File: src/hdl/hprc_pkg.sv
// Shared types and constants of the heading PID rudder controller.
// Holds the microcode ROM, the control and status structs and the register map.
// No dependencies.
package hprc_pkg;

	localparam int SCALE      = 128;
	localparam int HALF_TURN  = 180 * SCALE;
	localparam int FULL_TURN  = 360 * SCALE;
	localparam int QUOT_W     = 16;
	localparam int STEP_W     = 4;
	localparam int BEAR_W     = 16;
	localparam int ANGLE_W    = 15;
	localparam int CFG_IDX_W  = 3;
	localparam int CFG_DATA_W = 16;

	// Register map
	localparam logic [CFG_IDX_W-1:0] REG_PROP_GAIN     = 3'd0;
	localparam logic [CFG_IDX_W-1:0] REG_INTEG_GAIN    = 3'd1;
	localparam logic [CFG_IDX_W-1:0] REG_DERIV_GAIN    = 3'd2;
	localparam logic [CFG_IDX_W-1:0] REG_INTEG_FLOOR   = 3'd3;
	localparam logic [CFG_IDX_W-1:0] REG_INTEG_CEILING = 3'd4;
	localparam logic [CFG_IDX_W-1:0] REG_RUDDER_MIN    = 3'd5;
	localparam logic [CFG_IDX_W-1:0] REG_RUDDER_MAX    = 3'd6;

	localparam logic [15:0]        RST_PROP_GAIN     = 16'd256;
	localparam logic [15:0]        RST_INTEG_GAIN    = 16'd25600;
	localparam logic [15:0]        RST_DERIV_GAIN    = 16'd128;
	localparam logic signed [15:0] RST_INTEG_FLOOR   = -16'sd23040;
	localparam logic signed [15:0] RST_INTEG_CEILING = 16'sd23040;
	localparam logic [14:0]        RST_RUDDER_MIN    = 15'd2560;
	localparam logic [14:0]        RST_RUDDER_MAX    = 15'd20480;

	// Datapath operations
	localparam logic [3:0] ALU_NOP     = 4'd0;
	localparam logic [3:0] ALU_LOAD    = 4'd1;
	localparam logic [3:0] ALU_INTEG   = 4'd2;
	localparam logic [3:0] ALU_ADDP    = 4'd3;
	localparam logic [3:0] ALU_SUBD    = 4'd4;
	localparam logic [3:0] ALU_CLAMP   = 4'd5;
	localparam logic [3:0] ALU_DIVINIT = 4'd6;
	localparam logic [3:0] ALU_RECIP   = 4'd7;
	localparam logic [3:0] ALU_EMIT    = 4'd8;

	// Multiplier operand selects
	localparam logic [1:0] MA_ERR   = 2'd0;
	localparam logic [1:0] MA_DMEAS = 2'd1;
	localparam logic [1:0] MA_SPAN  = 2'd2;
	localparam logic [1:0] MB_KP    = 2'd0;
	localparam logic [1:0] MB_KI    = 2'd1;
	localparam logic [1:0] MB_KD    = 2'd2;
	localparam logic [1:0] MB_RANGE = 2'd3;

	// Sequencing conditions
	localparam logic [2:0] COND_NEXT = 3'd0;
	localparam logic [2:0] COND_IN   = 3'd1;
	localparam logic [2:0] COND_OUT  = 3'd3;
	localparam logic [2:0] COND_JUMP = 3'd4;

	// Program addresses
	localparam logic [STEP_W-1:0] ST_TAKE    = 4'd0;
	localparam logic [STEP_W-1:0] ST_IMUL    = 4'd1;
	localparam logic [STEP_W-1:0] ST_INTEG   = 4'd2;
	localparam logic [STEP_W-1:0] ST_PROP    = 4'd3;
	localparam logic [STEP_W-1:0] ST_DERIV   = 4'd4;
	localparam logic [STEP_W-1:0] ST_CLAMP   = 4'd5;
	localparam logic [STEP_W-1:0] ST_MAP     = 4'd6;
	localparam logic [STEP_W-1:0] ST_DIVINIT = 4'd7;
	localparam logic [STEP_W-1:0] ST_DIV     = 4'd8;
	localparam logic [STEP_W-1:0] ST_EMIT    = 4'd9;

	typedef struct packed {
		logic [3:0]        alu;
		logic              mul_en;
		logic [1:0]        ma;
		logic [1:0]        mb;
		logic [2:0]        cond;
		logic [STEP_W-1:0] target;
	} cw_t;

	typedef struct packed {
		logic fire;
		cw_t  cw;
	} seq_ctl_t;

	typedef struct packed {
		logic in_valid;
		logic out_free;
	} dp_stat_t;

	typedef struct packed {
		logic [15:0]        prop_gain;
		logic [15:0]        integ_gain;
		logic [15:0]        deriv_gain;
		logic signed [15:0] integ_floor;
		logic signed [15:0] integ_ceiling;
		logic [14:0]        rudder_min;
		logic [14:0]        rudder_max;
	} cfg_t;

	function automatic cw_t mk_cw(input logic [3:0] alu, input logic mul_en,
			input logic [1:0] ma, input logic [1:0] mb,
			input logic [2:0] cond, input logic [STEP_W-1:0] target);
		return '{alu: alu, mul_en: mul_en, ma: ma, mb: mb, cond: cond, target: target};
	endfunction

	// Microcode ROM: one control word per step.
	function automatic cw_t ucode(input logic [STEP_W-1:0] step);
		cw_t w;
		case (step)
			ST_TAKE:    w = mk_cw(ALU_LOAD,    1'b0, MA_ERR,   MB_KP,    COND_IN,   ST_TAKE);
			ST_IMUL:    w = mk_cw(ALU_NOP,     1'b1, MA_ERR,   MB_KI,    COND_NEXT, ST_TAKE);
			ST_INTEG:   w = mk_cw(ALU_INTEG,   1'b1, MA_ERR,   MB_KP,    COND_NEXT, ST_TAKE);
			ST_PROP:    w = mk_cw(ALU_ADDP,    1'b1, MA_DMEAS, MB_KD,    COND_NEXT, ST_TAKE);
			ST_DERIV:   w = mk_cw(ALU_SUBD,    1'b0, MA_ERR,   MB_KP,    COND_NEXT, ST_TAKE);
			ST_CLAMP:   w = mk_cw(ALU_CLAMP,   1'b0, MA_ERR,   MB_KP,    COND_NEXT, ST_TAKE);
			ST_MAP:     w = mk_cw(ALU_NOP,     1'b1, MA_SPAN,  MB_RANGE, COND_NEXT, ST_TAKE);
			ST_DIVINIT: w = mk_cw(ALU_DIVINIT, 1'b0, MA_ERR,   MB_KP,    COND_NEXT, ST_TAKE);
			ST_DIV:     w = mk_cw(ALU_RECIP,   1'b0, MA_ERR,   MB_KP,    COND_NEXT, ST_TAKE);
			ST_EMIT:    w = mk_cw(ALU_EMIT,    1'b0, MA_ERR,   MB_KP,    COND_OUT,  ST_TAKE);
			default:    w = mk_cw(ALU_NOP,     1'b0, MA_ERR,   MB_KP,    COND_JUMP, ST_TAKE);
		endcase
		return w;
	endfunction

endpackage

File: src/hdl/hprc_seq.sv
// Microcode sequencer: step counter and jump logic over the ROM.
// Depends on hprc_pkg.
module hprc_seq (
	input  logic                clk,
	input  logic                arst_n,
	input  hprc_pkg::dp_stat_t  stat,
	output hprc_pkg::seq_ctl_t  ctl,
	output logic                in_ready
);
	import hprc_pkg::*;

	logic [STEP_W-1:0] step_q;
	logic [STEP_W-1:0] step_nx;
	cw_t               cw;
	logic              fire;

	assign cw = ucode(step_q);

	always_comb begin
		case (cw.cond)
			COND_IN:   fire = stat.in_valid;
			COND_OUT:  fire = stat.out_free;
			default:   fire = 1'b1;
		endcase
	end

	always_comb begin
		case (cw.cond)
			COND_IN:   step_nx = stat.in_valid ? step_q + 1'b1 : step_q;
			COND_OUT:  step_nx = stat.out_free ? cw.target : step_q;
			COND_JUMP: step_nx = cw.target;
			default:   step_nx = step_q + 1'b1;
		endcase
	end

	always_ff @(posedge clk or negedge arst_n) begin
		if (!arst_n) begin
			step_q <= ST_TAKE;
		end else begin
			step_q <= step_nx;
		end
	end

	assign ctl      = '{fire: fire, cw: cw};
	assign in_ready = (cw.cond == COND_IN);
endmodule

File: config.mk
export PLATFORM = sky130hd
export DESIGN_NAME = hprc_seq
export DESIGN_NICKNAME = d
export VERILOG_FILES = /design/src/hdl/hprc_pkg.sv /design/src/hdl/hprc_seq.sv
export SDC_FILE = /design/constraint.sdc
export NUM_CORES = 1
export LEC_CHECK = 0
export BUFFER_PORTS_ARGS = -buffer_cell sky130_fd_sc_hd__buf_2
export CAP_MARGIN = 15
export CELL_PAD_IN_SITES_DETAIL_PLACEMENT = 0
export CELL_PAD_IN_SITES_GLOBAL_PLACEMENT = 1
export CORE_ASPECT_RATIO = 0.9
export CORE_MARGIN = 5
export CORE_UTILIZATION = 28
export CTS_CLUSTER_SIZE = 25
export DETAILED_ROUTE_END_ITERATION = 7
export MAX_ROUTING_LAYER = met4
export PLACE_DENSITY_LB_ADDON = 0.1
export SYNTH_ARGS = -nofsm -noshare
export SYNTH_HDL_FRONTEND = slang
export SYNTH_SLANG_ARGS = --single-unit
File: constraint.sdc
create_clock -name clk -period 4.7 [get_ports clk]
set_clock_uncertainty 0.1 [all_clocks]
set_input_delay 0.235 -clock clk [delete_from_list [all_inputs] [get_ports clk]]
set_output_delay 0.235 -clock clk [all_outputs]
set_load 0.02 [all_outputs]
* After elaboration in Yosys (flattened, before gate mapping) *
Memories as Yosys holds them, arrays and structs flattened.
Cells that the tools add are included.

cells by class
  add/sub/neg operators = 1
  equal/unequal tests = 5
  mux-type cells = 4
  reductions and logical operators = 1

operators with widths
  cell                                                 count
  one-hot mux 4 bit (3 select lines)                   1
  two-way mux 4 bit                                    2
  adder 4 x 1 -> 4 bit, second input constant          1
  inequality test 2 bit, second input constant         2
  equality test 3 x 1 -> 1 bit, second input constant  1
  equality test 3 x 2 -> 1 bit, second input constant  1
  equality test 3 bit, second input constant           1
  one-hot mux 1 bit (2 select lines)                   1
  AND reduction 2 bit                                  1

word-level totals
  flip-flop bits (word level) = 4
  memory bits (read-only) = 192
  input port bits = 4
  output and inout port bits = 18
  logic and storage cells = 13
  memories = 1

memories
  name              depth  width  read ports  clocked after Yosys merged registers in  write ports  RTL line         text
  (name not given)  16     12     1           0                                        0            hprc_pkg.sv:109  case (step)

* Longest topological paths before layout *
Gate-level depths: netlist of run 1.
An unclocked memory read counts as a cell.

  word-level depth = 4
  depth in mapped cells = 8

* Least setup slack after synthesis of run 1 *
No wires, ideal clock.

  path type = register to output
  start = reg step_q[1]
  end = out ctl[16] (netlist bit)
  arrival = 1.537 ns
  required time = 4.365 ns
  path slack = 2.828 ns
  cell stages (with the launch flop) = 7
  path buffers = 2
  cell sequence = dfrtp_1 -> buf_2 -> inv_1 -> ha_1 -> or3b_1 -> o32a_1 -> buf_4

on the way
  cells in the longest elaborated chain, start to end = 3
  elaborated cells on any way between the ends = 4
  those cells by class = 2 x eq/ne; 1 x mux; 1 x memory

RTL lines
  element                                                                       RTL line        text
  start: declaration                                                            hprc_seq.sv:12  logic [STEP_W-1:0] step_q;
  start signal: assignment                                                      hprc_seq.sv:40  step_q <= step_nx;
  memory (16 x 12 bit) (*)                                                      n/a
  equality test 3 x 2 -> 1 bit or equality test 3 x 1 -> 1 bit (tied branches)  hprc_seq.sv:20  case (cw.cond)
  one-hot mux 1 bit (2 select lines) (*)                                        hprc_seq.sv:20
  end: declaration                                                              hprc_seq.sv:7   output hprc_pkg::seq_ctl_t ctl,

Mark *: on every way between the ends. The rest lies on a longest branch, timed or not.

==> out/metrics.yaml, run 1 <==
outcome: "completed"
synthAdderAreaFrac_pct: 13.8
htree_levels: 1
cts_resized: 0
initial_utilization_pct: 28.9
rr_startpoint: "step_q[1]"
clk_pin_slew_worst_paths_ns: 0.04
syn_inst: 66
synth_compound_area_share_pct: 19.8
yosysWarningCount: 0
grt_max_degree: 20
critical_path.top_delay_family: "flip-flops"
clockRootBuffer: "clkbuf_4"
path_buf_inv: 2
syn2layout_area_growth_pct: 15.4
cap_viol_max_count: 0
gp_congestion: 0.673
finalPower_mw: 0.528
synthSimpleGateAreaFrac_pct: 23.7
cp.depth: 5
gr-total-overflow: 0
largest_reg_flops: 4
hold_path_end: "step_q[3]"
finalSetupTns_ns: 0
yosys.area.top_type: "dfrtp_1"
rows: 15
rr_endpoint: "step_q[1]"
synth_seq_area_share_pct: 18.4
top_regs: "step_q: 4 flops"
grt_pass1_vias: 434
die_w_microns: 56.4
grt_usage_pct: 9.42
rrSetupSlack_ns: 2.73
finalCriticalPeriod_ns: 2.26
dr.pass1.iters: 5
core_area_sq_um: 1880
vias: 487
worstMarginPinSlew_ns: 0.596
critical_path_required_ns: 4.37
cts_setup_buffers: 0
diodes: 0
portBuffers: 17
drc: 0
clk_latency_ns: 0.23
powerDensity_nw_per_um2: 842
dp_slack_ns: 2.67
hold_path_class: "in -> reg"
synth_xor_area_share_pct: 1.61
synth_seq_cells: 4
hold_viol_final: 0
cp_max_fo: 11
cts_inserted_buffers: 3
setup_viol: 0
worst_setup_path_end_kind: "primary output"
nets: 91
synth.area.top_cells: "dfrtp_1, ha_1, buf_4"
crit_type: "reg -> out"
min-delay-start: "stat[0]"
fmax_mhz: 442
reg2regPathDepth: 5
routed_wl_microns: 1270
clock_path_buffers: 2
max_stage_delay_ns: 0.50
synthMuxAreaShare_pct: 3.69
regMostFlops: "step_q"
synth_top_family_by_area: "simple AND/OR/NAND/NOR gates"
antenna_left: 0
cts.sink_count: 4
avgSynthCellArea_sq_um: 8.23
period_share_pct: 48.1
die_y_microns: 51.8
fin_util_pct: 33.4
die_area_sq_um: 2920
rsz0062_at_grt: "no"
via_per_inst: 4.68
p_leak_nw: 0.349
ir_drop_mv: 0.390
routedWlPerCell_microns: 12.2
grt_pass1_wl_microns: 2060
synth_cell_types: 31
drt_iter0_markers: 11
dpl.hpwl_microns: 997
setup_slack_ns: 2.44
path_cells: "inv_1, ha_1, nand3b_4, o32a_1, buf_2"
relSlewSlack_pct: 60.3
slew_violations: 0
cp_slowest_cell: "dfrtp_1"
cp.arrival_ns: 1.93
syn_area_sq_um: 543
io-pin-count: 22
whs_path_depth: 3
critPathLaunchType: "flip-flop"
synth_top_area_share_pct: 18.4
cts_tree: "yes"
antenna_found_initial: 0
layout-drive-gt1-share_pct: 29.1
## how the worst max path moves through the flow
stage | startpoint | to | slack [ns]
3_5_place_dp | step_q[1] | ctl[16] | 2.67
4_1_cts | step_q[1] | ctl[16] | 2.43
3_3_place_gp | step_q[1] | ctl[16] | 2.71
6_report | step_q[1] | ctl[16] | 2.44
5_1_grt | step_q[1] | ctl[16] | 2.30
2_1_floorplan | step_q[1] | ctl[16] | 2.83
## area by class of cell
type / instances / area (sq um)
Clock buffer: 3 / 22.5
Fill cell: 212 / 1250
Inverter: 6 / 22.5
Multi-Input combinational cell: 48 / 355
Sequential cell: 4 / 100
Tap cell: 25 / 31.3
Timing Repair Buffer: 18 / 95.1
## worst reg2reg max path: stages, from the launching register on
cell,delay [ns]
dfrtp_1,0.50
inv_1,0.20
ha_1,0.22
or3b_1,0.38
or3_1,0.32
o311ai_1,0.11
## layer usage
layer  vias up  part of all wire, %  track usage [%]
li1        240                    -                -
met1       229                   48             11.5
met2        18                   44             13.7
met3         0                  8.0             4.96
met4         0                    0             2.37
met5         -                    0                -
## cells by family (layout without fill, tap and decap cells)
group | Yosys count | in the layout
and+or+nand+nor | 19 | 19
buffers and inverters | 17 | 27
AOI/OAI and AO/OA | 16 | 16
adders and majority gates | 6 | 6
DFF | 4 | 4
muxes | 2 | 2
other | 1 | 4
xor gates and xnor gates | 1 | 1
## metrics by stage
step	std cells	area [sq um]	hold WS (ns)
floorplan	69	554	-0.161
global placement	100	594	-0.0587
detailed placement	100	594	-0.0588
CTS	104	627	0.222
global route	104	627	0.237
finish	104	627	0.224
## cells in the final DEF, fill, tap and decap left out, drive strengths merged
cell type and instances:
nand2 2, a22o 1, o22ai 2, o311ai 1
nor2 4, ha 6, o32a 1, a21oi 2
a2bb2oi 1, or2 1, clkbuf 3, and2 1
or3 2, dfrtp 4, o21a 2, nor3b 2
o21ai 5, nand3b 2, mux2i 2, dlygate4sd3 1
conb 4, nor2b 3, buf 17, nand2b 1
inv 6, a211o 1, xor2 1, or3b 1
## synthesized netlist by cell type (all sizes together)
| cell | instances |
|---|---|
| o311ai | 1 |
| a21oi | 2 |
| nor2b | 3 |
| o22ai | 2 |
| inv | 6 |
| and2 | 1 |
| o32a | 1 |
| nor2 | 4 |
| nand2b | 1 |
| o21a | 2 |
| a2bb2oi | 1 |
| dfrtp | 4 |
| a211o | 1 |
| ha | 6 |
| conb | 1 |
| o21ai | 5 |
| nand2 | 2 |
| or3b | 1 |
| nor3b | 2 |
| or2 | 1 |
| mux2i | 2 |
| nand3b | 2 |
| or3 | 2 |
| a22o | 1 |
| buf | 10 |
| clkbuf | 1 |
| xor2 | 1 |
## what timing repair did
item,4_1_cts,5_1_grt
hold buffers,1,0
hold endpoints to repair,4,0
setup endpoints to repair,0,0
## where the power goes
| group | total (mW) | internal, mW | switching (mW) | leakage, nW |
|---|---|---|---|---|
| sequential | 0.107 | 0.0520 | 0.0546 | 0.0495 |
| clock | 0.0412 | 0.0285 | 0.0128 | 0.0138 |
| combinational | 0.380 | 0.155 | 0.225 | 0.286 |
No activity file was read; power rests on OpenSTA's default activity.
==> run 2: changes to the inputs <==
clock period = 2.1 ns   (was 4.7 ns; I/O delays follow)
==> out/metrics.yaml, run 2 (synthesized netlist as in run 1, its figures left out) <==
outcome: "completed"
cp_max_fo: 7
gp_congestion: 0.738
gr-total-overflow: 0
via_per_inst: 4.64
die_area_sq_um: 2920
cts_tree: "yes"
crit_type: "reg -> out"
clockRootBuffer: "clkbuf_4"
die_y_microns: 51.8
portBuffers: 17
cp.arrival_ns: 1.76
rsz0062_at_grt: "no"
grt_max_degree: 11
clock_path_buffers: 2
clk_pin_slew_worst_paths_ns: 0.04
finalCriticalPeriod_ns: 1.96
critical_path_required_ns: 1.89
core_area_sq_um: 1880
io-pin-count: 22
layout-drive-gt1-share_pct: 32.5
drt_iter0_markers: 9
syn2layout_area_growth_pct: 21.0
finalSetupTns_ns: 0
mostFrequentLayoutCells: "buf_2, inv_1, ha_1"
worst_setup_path_end_kind: "primary output"
antenna_left: 0
cts_inserted_buffers: 3
p_leak_nw: 0.369
mostFrequentLayoutCell: "buf_2"
dpl.hpwl_microns: 1030
routed_wl_microns: 1370
period_share_pct: 93.4
hold_viol_final: 0
rows: 15
initial_utilization_pct: 28.9
cap_viol_max_count: 0
clk_latency_ns: 0.24
grt_pass1_vias: 492
grt_pass1_wl_microns: 2210
regMostFlops: "step_q"
setup_viol: 0
cts.sink_count: 4
whs_ns: 0.0943
dr.pass1.iters: 5
vias: 501
antenna_found_initial: 0
powerDensity_nw_per_um2: 1890
fmax_mhz: 510
largest_reg_flops: 4
routedWlPerCell_microns: 12.7
die_w_microns: 56.4
htree_levels: 1
grt_usage_pct: 10.4
critPathLaunchType: "flip-flop"
diodes: 0
top_regs: "step_q: 4 flops"
slew_violations: 0
fin_util_pct: 35.0
ir_drop_mv: 0.678
drc: 0
nets: 95
hold_path_class: "in -> async"
[run 2: cell count changes in the layout (fill, tap and decap cells not counted)]
cell and delta:
buf_4 +4
[run 2: area by class of cell]
| class | instances | area (sq um) |
|---|---|---|
| multi-input combinational | 48 | 355 |
| fill | 204 | 1220 |
| timing repair buffer | 22 | 125 |
| sequential | 4 | 100 |
| clock buffer | 3 | 22.5 |
| inverter | 6 | 22.5 |
| tap | 25 | 31.3 |
[run 2: layer usage]
layer  track usage, %  part of all wire (%)  up-vias
met3             1.74                   8.4        4
met5                -                     0        -
met1             13.0                    46      226
met4             7.11                   1.8        0
li1                 -                     -      247
met2             15.4                    43       24
[run 2: worst paths after layout]
kind	startpoint	to	slack, ns	cells after the start
min in group clk	stat[0]	step_q[3]	0.12	3
min reg2reg	step_q[0]	step_q[0]	0.49	1
max in group asynchronous	arst_n	step_q[2]	1.68	2
max	step_q[1]	ctl[16]	0.14	5
min	arst_n	step_q[0]	0.09	2
max reg2reg	step_q[1]	step_q[1]	0.35	5
[run 2: what timing repair did]
item / 4_1_cts / 5_1_grt
hold endpoints to repair: 4 / 0
hold buffers: 1 / 0
buffers inserted: 0 / 0
gates resized for setup: 0 / 0
[run 2: critical path, stage by stage (launching register included)]
cell and delay, ns:
dfrtp_1 0.40, inv_1 0.14, ha_1 0.38, nand3b_4 0.12, o32a_1 0.31, buf_2 0.16
[run 2: through the flow]
| stage | cell area, sq um | cells | power [mW] | worst slack (ns) |
|---|---|---|---|---|
| 2_1_floorplan | 554 | 69 | 0.892 | 0.323 |
| 3_3_place_gp | 624 | 104 | 1.16 | 0.341 |
| 3_5_place_dp | 624 | 104 | 1.14 | 0.369 |
| 4_1_cts | 657 | 108 | 1.25 | 0.144 |
| 5_1_grt | 657 | 108 | 1.35 | 0.0203 |
| 6_report | 657 | 108 | 1.24 | 0.139 |
[run 2: report_power, final]
group | total (mW) | leakage (nW) | internal (mW) | switching (mW)
Combinational | 0.954 | 0.306 | 0.390 | 0.564
Clock | 0.0977 | 0.0138 | 0.0641 | 0.0336
Sequential | 0.191 | 0.0495 | 0.117 | 0.0738
Total | 1.24 | 0.369 | 0.572 | 0.671
==> run 3: changes to the inputs <==
CORE_ASPECT_RATIO = unset   (was 0.9)
==> out/metrics.yaml, run 3 (synthesized netlist as in run 1, its figures left out) <==
portBuffers: 17
die_y_microns: 54.0
dpl.hpwl_microns: 1060
cp.arrival_ns: 1.76
clk_pin_slew_worst_paths_ns: 0.04
diodes: 0
dp.cells: 106
p_leak_nw: 0.369
min-delay-start: "stat[0]"
hold_viol_final: 0
powerDensity_nw_per_um2: 1890
gp_congestion: 0.760
clock_path_buffers: 2
slew_violations: 0
vias: 493
setup_viol: 0
cp_max_fo: 7
critical_path_required_ns: 1.89
routedWlPerCell_microns: 12.8
hold_path_class: "in -> reg"
dr.pass1.iters: 3
rows: 16
htree_levels: 1
syn2layout_area_growth_pct: 21.4
rr_startpoint: "step_q[1]"
fin_cells: 110
whs_ns: 0.0819
antenna_found_initial: 0
top_regs: "step_q: 4 flops"
cap_viol_max_count: 0
mostFrequentLayoutCells: "buf_2, inv_1, ha_1"
cts_tree: "yes"
outcome: "completed"
critPathLaunch: "step_q[1]"
routed_wl_microns: 1410
grt_pass1_vias: 478
period_share_pct: 93.6
mostFrequentLayoutCell: "buf_2"
regArea_sq_um: 100
via_per_inst: 4.48
multi_input_area_sq_um: 355
fin_area_sq_um: 659
n_fill_cell: 225
grt_max_degree: 12
fmax_mhz: 508
critPathLaunchType: "flip-flop"
die_w_microns: 54.0
gr-total-overflow: 0
drc: 0
crit_type: "reg -> out"
clk_latency_ns: 0.25
grt_usage_pct: 11.2
core_area_sq_um: 1900
cts.sink_count: 4
clockRootBuffer: "clkbuf_4"
layout-drive-gt1-share_pct: 32.5
finalCriticalPeriod_ns: 1.97
drt_iter0_markers: 7
nets: 95
antenna_left: 0
finalSetupTns_ns: 0
fin_util_pct: 34.7
ir_drop_mv: 0.542
grt_pass1_wl_microns: 2240
initial_utilization_pct: 28.6
largest_reg_flops: 4
placed_area_sq_um: 627
worst_setup_path_end_kind: "primary output"
rsz0062_at_grt: "no"
die_area_sq_um: 2920
rrSetupSlack_ns: 0.39
io-pin-count: 22
cts_inserted_buffers: 3
regMostFlops: "step_q"
==> run 3: stage by stage <==
| step | setup WS [ns] | power (mW) |
|---|---|---|
| floorplan | 0.323 | 0.892 |
| global placement | 0.372 | 1.16 |
| detailed placement | 0.403 | 1.15 |
| CTS | 0.130 | 1.26 |
| global route | 0.0162 | 1.38 |
| finish | 0.133 | 1.25 |
==> run 3: path summary, 6_finish.rpt <==
kind,to,cells after the start
hold / removal,step_q[3],3
min in group asynchronous,step_q[0],2
hold reg to reg,step_q[0],1
setup / recovery,ctl[16],5
max in group asynchronous,step_q[3],2
setup reg to reg,step_q[1],5
==> run 3: critical path: stages, from the launching register on <==
cell and delay, ns:
dfrtp_1 0.37, inv_1 0.14, ha_1 0.40, nand3b_4 0.12, o32a_1 0.32, buf_2 0.17
==> run 3: final cells by class <==
class | count | share of cell area [%]
clock buffers | 3 | 3.42
inverters | 6 | 3.42
multi-input cells | 48 | 53.9
flip-flops and latches | 4 | 15.2
well taps | 27 | 5.12
repair buffers | 22 | 19.0
==> run 3: timing repair <==
item / CTS / global route
hold endpoints to repair: 4 / 0
resized for setup: 0 / 0
hold buffers: 1 / 0
setup buffers: 0 / 0
==> run 3: per-layer routing <==
layer | part of all wire [%] | GRT usage, % | up-vias
li1 | - | - | 250
met1 | 47 | 13.9 | 221
met2 | 42 | 15.5 | 17
met3 | 6.6 | 1.39 | 5
met4 | 3.8 | 9.96 | 0
met5 | 0 | - | -
==> run 3: report_power, final <==
part / internal, mW / leakage, nW / total (mW) / switching, mW
clock: 0.0645 / 0.0138 / 0.105 / 0.0405
sequential: 0.117 / 0.0495 / 0.176 / 0.0584
combinational: 0.392 / 0.306 / 0.968 / 0.576
total: 0.574 / 0.369 / 1.25 / 0.675
